## src/hdl/ldf_pkg.sv

```systemverilog
package ldf_pkg;

    localparam int unsigned HDR_W       = 3;
    localparam int unsigned LEN_W       = 32;
    localparam int unsigned BYTE_W      = 8;
    localparam int unsigned APB_DATA_W  = 32;
    localparam int unsigned APB_ADDR_W  = 3;

    localparam logic [HDR_W-1:0] HDR_DEFAULT = 3'd2;
    localparam logic [HDR_W-1:0] HDR_MIN     = 3'd1;
    localparam logic [HDR_W-1:0] HDR_MAX     = 3'd4;

    // register index, taken from paddr above the byte offset
    typedef enum logic {
        REG_HEADER_BYTES = 1'b0
    } reg_index_t;

    typedef struct packed {
        logic [BYTE_W-1:0] payload_byte;
        logic              frame_start;
        logic              frame_end;
        logic [LEN_W-1:0]  frame_length;
    } frame_item_t;

    typedef struct packed {
        logic push;
        logic full;
    } queue_ctrl_t;

    function automatic logic [HDR_W-1:0] effective_size(input logic [HDR_W-1:0] hdr);
        logic [HDR_W-1:0] size;
        size = hdr;
        if (hdr < HDR_MIN || hdr > HDR_MAX) begin
            size = HDR_DEFAULT;
        end
        return size;
    endfunction

endpackage

```

## src/hdl/ldf_front.sv

```systemverilog
module ldf_front (
    input  logic                                aclk,
    input  logic                                aresetn,
    input  logic                                s_valid,
    output logic                                s_ready,
    input  logic [ldf_pkg::BYTE_W-1:0]          s_data_byte,
    input  logic [ldf_pkg::HDR_W-1:0]           header_bytes,
    input  logic                                queue_full,
    output ldf_pkg::queue_ctrl_t                ctrl,
    output ldf_pkg::frame_item_t                item
);

    logic                            in_payload_reg, in_payload_next;
    logic [ldf_pkg::HDR_W-1:0]       header_count_reg, header_count_next;
    logic [ldf_pkg::LEN_W-1:0]       length_accum_reg, length_accum_next;
    logic [ldf_pkg::LEN_W-1:0]       bytes_left_reg, bytes_left_next;
    logic                            at_first_reg, at_first_next;

    logic                            accept;
    logic [ldf_pkg::HDR_W-1:0]       count_inc;
    logic [ldf_pkg::LEN_W-1:0]       accum_base;
    logic [ldf_pkg::LEN_W-1:0]       accum_shift;
    logic                            header_done;

    assign s_ready = !queue_full;
    assign accept  = s_valid && s_ready;

    assign count_inc   = header_count_reg + ldf_pkg::HDR_W'(1);
    assign accum_base  = (header_count_reg == '0) ? '0 : length_accum_reg;
    assign accum_shift = {accum_base[ldf_pkg::LEN_W-ldf_pkg::BYTE_W-1:0], s_data_byte};
    assign header_done = count_inc >= ldf_pkg::effective_size(header_bytes);

    always_comb begin
        in_payload_next   = in_payload_reg;
        header_count_next = header_count_reg;
        length_accum_next = length_accum_reg;
        bytes_left_next   = bytes_left_reg;
        at_first_next     = at_first_reg;
        if (accept) begin
            if (!in_payload_reg) begin
                length_accum_next = accum_shift;
                header_count_next = count_inc;
                if (header_done) begin
                    header_count_next = '0;
                    // drop a zero-length header and go on with the next one
                    if (accum_shift != '0) begin
                        in_payload_next = 1'b1;
                        bytes_left_next = accum_shift;
                        at_first_next   = 1'b1;
                    end
                end
            end else begin
                at_first_next   = 1'b0;
                bytes_left_next = bytes_left_reg - ldf_pkg::LEN_W'(1);
                if (bytes_left_reg == ldf_pkg::LEN_W'(1)) begin
                    in_payload_next = 1'b0;
                end
            end
        end
    end

    always_ff @(posedge aclk) begin
        if (!aresetn) begin
            in_payload_reg   <= 1'b0;
            header_count_reg <= '0;
            length_accum_reg <= '0;
            bytes_left_reg   <= '0;
            at_first_reg     <= 1'b0;
        end else begin
            in_payload_reg   <= in_payload_next;
            header_count_reg <= header_count_next;
            length_accum_reg <= length_accum_next;
            bytes_left_reg   <= bytes_left_next;
            at_first_reg     <= at_first_next;
        end
    end

    assign ctrl.push          = accept && in_payload_reg;
    assign ctrl.full          = queue_full;
    assign item.payload_byte  = s_data_byte;
    assign item.frame_start   = at_first_reg;
    assign item.frame_end     = (bytes_left_reg == ldf_pkg::LEN_W'(1));
    assign item.frame_length  = length_accum_reg;

endmodule

```

## src/hdl/ldf_queue.sv

```systemverilog
module ldf_queue #(
    parameter int unsigned DEPTH = 4
) (
    input  logic                                aclk,
    input  logic                                aresetn,
    input  ldf_pkg::queue_ctrl_t                ctrl,
    input  ldf_pkg::frame_item_t                push_item,
    output logic                                full,
    output logic                                m_valid,
    input  logic                                m_ready,
    output logic [ldf_pkg::BYTE_W-1:0]          m_payload_byte,
    output logic                                m_frame_start,
    output logic                                m_frame_end,
    output logic [ldf_pkg::LEN_W-1:0]           m_frame_length
);

    localparam int unsigned PTR_W = (DEPTH > 1) ? $clog2(DEPTH) : 1;
    localparam int unsigned CNT_W = $clog2(DEPTH + 1);

    ldf_pkg::frame_item_t    entries_reg [DEPTH];
    logic [PTR_W-1:0]        wr_ptr_reg, wr_ptr_next;
    logic [PTR_W-1:0]        rd_ptr_reg, rd_ptr_next;
    logic [CNT_W-1:0]        count_reg, count_next;
    logic                    do_push, do_pop;
    ldf_pkg::frame_item_t    head;

    assign full    = (count_reg == CNT_W'(DEPTH));
    assign m_valid = (count_reg != '0);
    assign do_push = ctrl.push && !ctrl.full;
    assign do_pop  = m_valid && m_ready;

    always_comb begin
        wr_ptr_next = wr_ptr_reg;
        rd_ptr_next = rd_ptr_reg;
        count_next  = count_reg;
        if (do_push) begin
            wr_ptr_next = (wr_ptr_reg == PTR_W'(DEPTH - 1)) ? '0 : wr_ptr_reg + PTR_W'(1);
        end
        if (do_pop) begin
            rd_ptr_next = (rd_ptr_reg == PTR_W'(DEPTH - 1)) ? '0 : rd_ptr_reg + PTR_W'(1);
        end
        if (do_push && !do_pop) begin
            count_next = count_reg + CNT_W'(1);
        end else if (do_pop && !do_push) begin
            count_next = count_reg - CNT_W'(1);
        end
    end

    always_ff @(posedge aclk) begin
        if (!aresetn) begin
            wr_ptr_reg <= '0;
            rd_ptr_reg <= '0;
            count_reg  <= '0;
        end else begin
            wr_ptr_reg <= wr_ptr_next;
            rd_ptr_reg <= rd_ptr_next;
            count_reg  <= count_next;
        end
    end

    always_ff @(posedge aclk) begin
        if (do_push) begin
            entries_reg[wr_ptr_reg] <= push_item;
        end
    end

    assign head           = entries_reg[rd_ptr_reg];
    assign m_payload_byte = head.payload_byte;
    assign m_frame_start  = head.frame_start;
    assign m_frame_end    = head.frame_end;
    assign m_frame_length = head.frame_length;

endmodule

```

## src/hdl/length_prefix_deframer_top.sv

```systemverilog
// A payload beat accepted on s_ is registered in the output queue and reaches m_ from there.
// Throughput: one byte per cycle; header bytes are consumed at the same rate.
// The output queue (QUEUE_DEPTH entries) absorbs m_ready stalls; s_ready
// drops only while it is full.
// Reset (synchronous, aresetn low): parser expects a header, queue empty,
// header_bytes = 2.
module length_prefix_deframer_top #(
    parameter int unsigned QUEUE_DEPTH = 4
) (
    input  logic                                aclk,
    input  logic                                aresetn,
    input  logic                                psel,
    input  logic                                penable,
    input  logic                                pwrite,
    input  logic [ldf_pkg::APB_ADDR_W-1:0]      paddr,
    input  logic [ldf_pkg::APB_DATA_W-1:0]      pwdata,
    output logic [ldf_pkg::APB_DATA_W-1:0]      prdata,
    output logic                                pready,
    input  logic                                s_valid,
    output logic                                s_ready,
    input  logic [ldf_pkg::BYTE_W-1:0]          s_data_byte,
    output logic                                m_valid,
    input  logic                                m_ready,
    output logic [ldf_pkg::BYTE_W-1:0]          m_payload_byte,
    output logic                                m_frame_start,
    output logic                                m_frame_end,
    output logic [ldf_pkg::LEN_W-1:0]           m_frame_length
);

    logic [ldf_pkg::HDR_W-1:0]   header_bytes_reg;
    ldf_pkg::reg_index_t         reg_index;
    logic                        queue_full;
    ldf_pkg::queue_ctrl_t        ctrl;
    ldf_pkg::frame_item_t        item;

    assign pready    = 1'b1;
    assign reg_index = ldf_pkg::reg_index_t'(paddr[2]);

    always_ff @(posedge aclk) begin
        if (!aresetn) begin
            header_bytes_reg <= ldf_pkg::HDR_DEFAULT;
        end else if (psel && penable && pwrite && pready
                     && reg_index == ldf_pkg::REG_HEADER_BYTES) begin
            header_bytes_reg <= pwdata[ldf_pkg::HDR_W-1:0];
        end
    end

    always_comb begin
        prdata = '0;
        if (reg_index == ldf_pkg::REG_HEADER_BYTES) begin
            prdata = ldf_pkg::APB_DATA_W'(header_bytes_reg);
        end
    end

    ldf_front u_front (
        .aclk         (aclk),
        .aresetn      (aresetn),
        .s_valid      (s_valid),
        .s_ready      (s_ready),
        .s_data_byte  (s_data_byte),
        .header_bytes (header_bytes_reg),
        .queue_full   (queue_full),
        .ctrl         (ctrl),
        .item         (item)
    );

    ldf_queue #(
        .DEPTH (QUEUE_DEPTH)
    ) u_queue (
        .aclk           (aclk),
        .aresetn        (aresetn),
        .ctrl           (ctrl),
        .push_item      (item),
        .full           (queue_full),
        .m_valid        (m_valid),
        .m_ready        (m_ready),
        .m_payload_byte (m_payload_byte),
        .m_frame_start  (m_frame_start),
        .m_frame_end    (m_frame_end),
        .m_frame_length (m_frame_length)
    );

endmodule
```

## config.mk

```make
export PLATFORM = sky130hd
export DESIGN_NAME = length_prefix_deframer_top
export DESIGN_NICKNAME = d
export VERILOG_FILES = /design/src/hdl/ldf_pkg.sv /design/src/hdl/ldf_front.sv /design/src/hdl/ldf_queue.sv /design/src/hdl/length_prefix_deframer_top.sv
export SDC_FILE = /design/constraint.sdc
export NUM_CORES = 1
export LEC_CHECK = 0
export BUFFER_PORTS_ARGS = -buffer_cell sky130_fd_sc_hd__buf_2
export CAP_MARGIN = 20
export CORE_MARGIN = 2
export CORE_UTILIZATION = 30
export CTS_CLUSTER_DIAMETER = 60
export DETAILED_ROUTE_END_ITERATION = 10
export HOLD_SLACK_MARGIN = 0.02
export SYNTH_ARGS = -nofsm -noshare
export SYNTH_HDL_FRONTEND = slang
export SYNTH_SLANG_ARGS = --single-unit
export TNS_END_PERCENT = 50
```

## constraint.sdc

```tcl
create_clock -name aclk -period 2.86 [get_ports aclk]
set_input_delay 0.572 -clock aclk [delete_from_list [all_inputs] [get_ports aclk]]
set_output_delay 0.572 -clock aclk [all_outputs]
set_load 0.01 [all_outputs]
```

==> impl_metrics.csv <==
group,metric,value,unit
route,first_pass_iters,5,
sta,relSlewSlack,48.4,%
cts,cts_tree,"built",
power_and_ir_drop,power_density,935,nW/um^2
route,wirelength,24.7,mm
global_routing,overflow,0,
sta,worst_pin_slew,773,ps
final_layout,nets,959,
final_layout,largest_reg_flops,168,
sta,fin_skew,10.2,ps
power_and_ir_drop,seqPwrFrac,37.8,%
route,wire_per_inst,18.0,um
final_layout,fillCellCount,3317,
cts,h-tree-depth,1,
sta,rsz0062_at_grt,"no",
die,fp.dieW,192,um
placed_design,gp_congestion,0.822,
yosys,ys_top_cells_by_area,"edfxtp_1, dfxtp_1, mux4_2",
yosys,synth_top_area_share,47.6,%
yosys,yosys_warnings,0,
sta,layout_min_cycle_time,2590,ps
cts,cts-hold-fix-buffers,0,
yosys,synth.distinct_cells,64,
power_and_ir_drop,p_int,7.64,mW
route,post_drt_via_cell_ratio,5.00,
power_and_ir_drop,power_frac_clock,27.2,%
sta,setup_slack,274,ps
yosys,syn_area_per_cell,13.1,sq um
final_layout,utilization,35.7,%
critical_path,cp_max_fo,14,
cts,clk_pin_slew,60,ps
sta,drv_slew,0,
flow_run,maxCapViolCount,0,
route,drcViolationCount,0,
route,drt_iter0_drc,417,
cts,cts.sinks,249,
sta,fmax,0.387,GHz
critical_path,cpPeakStageDelay,450,ps
yosys,synth_area,10600,sq um
die,die_h,192,um
critical_path,crit_path_end_kind,"register",
global_routing,grt_pass1_wl,38.2,mm
yosys,synthTopCellsByCount,"edfxtp_1, nand2_1, dfxtp_1",
critical_path,crit_type,"register to register",
yosys,yosys.area.top_type,"edfxtp_1",
critical_path,crit_slowest_cell,"or3b_2",
route,dr_total_vias,6852,
critical_path,crit_chain,"or3b_2 > ha_1 > nand2_1 > o21ai_0 > o21ai_0 > buf_4 > o21ai_2 > buf_4 > a21oi_1 > a221o_1",
route,final_antenna_net_count,0,
yosys,ys_seq_elements,249,
final_layout,drive_above_1_share,23.3,%
placed_design,hpwl,15.3,mm
cts,clk_latency,520,ps
yosys,ys_seq_area_share,62.9,%
sta,setup_violations,0,
sta,min_period_over_period,90.4,%
power_and_ir_drop,p_sw_share,34.0,%
final_layout,n_antenna_cell,0,
global_routing,grt_pass1_vias,6617,
die,io_pins,127,
power_and_ir_drop,ir_worst_vdd,0.399,mV
global_routing,antenna_found_initial,2,
critical_path,path_buf_inv,2,
yosys,syn_inst,807,
placed_design,port_buffers,65,
cts,clock_path_buffers,3,
final_layout,syn_to_final_growth,16.8,%
power_and_ir_drop,p_leak,4.29,nW
yosys,synth-edff-count,168,
die,core-area,34600,sq um
cts,root_buffer,"clkbuf_16",
cts,numCtsBuffers,26,
yosys,ys_async_sr_fraction,0,%
critical_path,crit_arrival,2980,ps
global_routing,track_usage,13.4,%
die,fp-row-count,68,
power_and_ir_drop,comb_power_share,35.0,%
yosys,synth.most_common_cell,"edfxtp_1",
die,die_area,36800,sq um
sta,hold_violations,0,
placed_design,pre_cts_ws,162,ps
critical_path,critical-path-top-delay-family,"compound AO/OA/AOI/OAI gates",
sta,final.setup.tns,0,ps
global_routing,grt_max_degree,43,
die,start_util,30.6,%
outcome,status,"completed",
yosys,synth_flop_cell,"edfxtp_1",
power_and_ir_drop,switching_power,3.94,mW
critical_path,cp_data_required_time,3260,ps
critical_path,cp-start-kind,"register",
hold_path,min-delay-path-class,"primary input to register",
==> worst min-delay path: stages <==
cell	delay, ps
buf_2	80
mux2i_1	60
nand2_1	60
==> final timing paths <==
path	cells after the start	slack (ps)	startpoint	end
worst min register to register	2	480	u_front.bytes_left_reg[27]$_SDFFE_PN0P_	u_front.bytes_left_reg[27]$_SDFFE_PN0P_
worst min-delay path	3	280	pwdata[1]	header_bytes_reg[1]$_SDFFE_PN1P_
worst max register to register	10	270	header_bytes_reg[2]$_SDFFE_PN0P_	u_front.bytes_left_reg[31]$_SDFFE_PN0P_
worst max-delay path	10	270	header_bytes_reg[2]$_SDFFE_PN0P_	u_front.bytes_left_reg[31]$_SDFFE_PN0P_
==> repair_timing <==
item	4_1_cts	5_1_grt
setup buffers	0	0
endpoints found under the setup margin	0	4
hold endpoints to repair	0	0
gates resized for setup	0	1
==> through the flow <==
| step | hold slack (ps) | power [mW] | cells | cell area (sq um) |
|---|---|---|---|---|
| final | 279 | 11.6 | 1370 | 12400 |
| after CTS | 268 | 11.7 | 1370 | 12400 |
| after detailed placement | 471 | 8.49 | 1322 | 11600 |
| after floorplan | 448 | 7.19 | 835 | 10700 |
| after global routing | 284 | 12.2 | 1370 | 12400 |
| after global placement | 463 | 8.45 | 1322 | 11600 |
==> layer usage <==
layer	part of all wire (%)	up-vias	track usage, %	wire length [um]
met5	0.12	-	0	30
met4	3.3	4	5.18	822
met3	4.7	46	2.12	1150
met2	47	176	22.3	11700
met1	44	3428	17.6	11000
li1	-	3198	-	-
==> layout make-up <==
type	instances	area (sq um)	area share, %
flip-flops and latches	249	6670	53.9
multi-input cells	498	3580	28.9
clock buffers	39	766	6.19
repair buffers	110	713	5.76
well taps	455	569	4.60
clock inverters	9	42.5	0.344
inverters	10	37.5	0.303
==> logic make-up after synthesis <==
logic type | after synthesis | share of synthesized area [%]
buffers and inverters | 88 | 4.37
AND/OR/NAND/NOR | 254 | 11.9
other | 2 | 0.0709
XOR/XNOR | 7 | 0.579
AO/OA/AOI/OAI | 139 | 8.35
adder cells (fa/ha/maj) | 14 | 1.72
flip-flops | 249 | 62.9
multiplexers | 54 | 10.1
==> power by group through the flow <==
stage	registers (mW)	clock network (mW)	logic [mW]
floorplan	4.35	0	2.83
global route	4.41	3.37	4.43
global placement	4.43	0	4.02
CTS	4.37	3.23	4.06
detailed placement	4.44	0	4.05
finish	4.37	3.15	4.05
==> cells in the final DEF, fill, tap and decap left out, types with 28 or more instances in the layout <==
| cell type | n |
|---|---|
| a21oi_1 | 57 |
| buf_2 | 65 |
| buf_4 | 41 |
| clkbuf_16 | 28 |
| conb_1 | 30 |
| dfxtp_1 | 79 |
| edfxtp_1 | 168 |
| mux4_2 | 42 |
| nand2_1 | 86 |
| nand3_1 | 43 |
| nor2_1 | 33 |
Power figures use the tool's default switching activity.
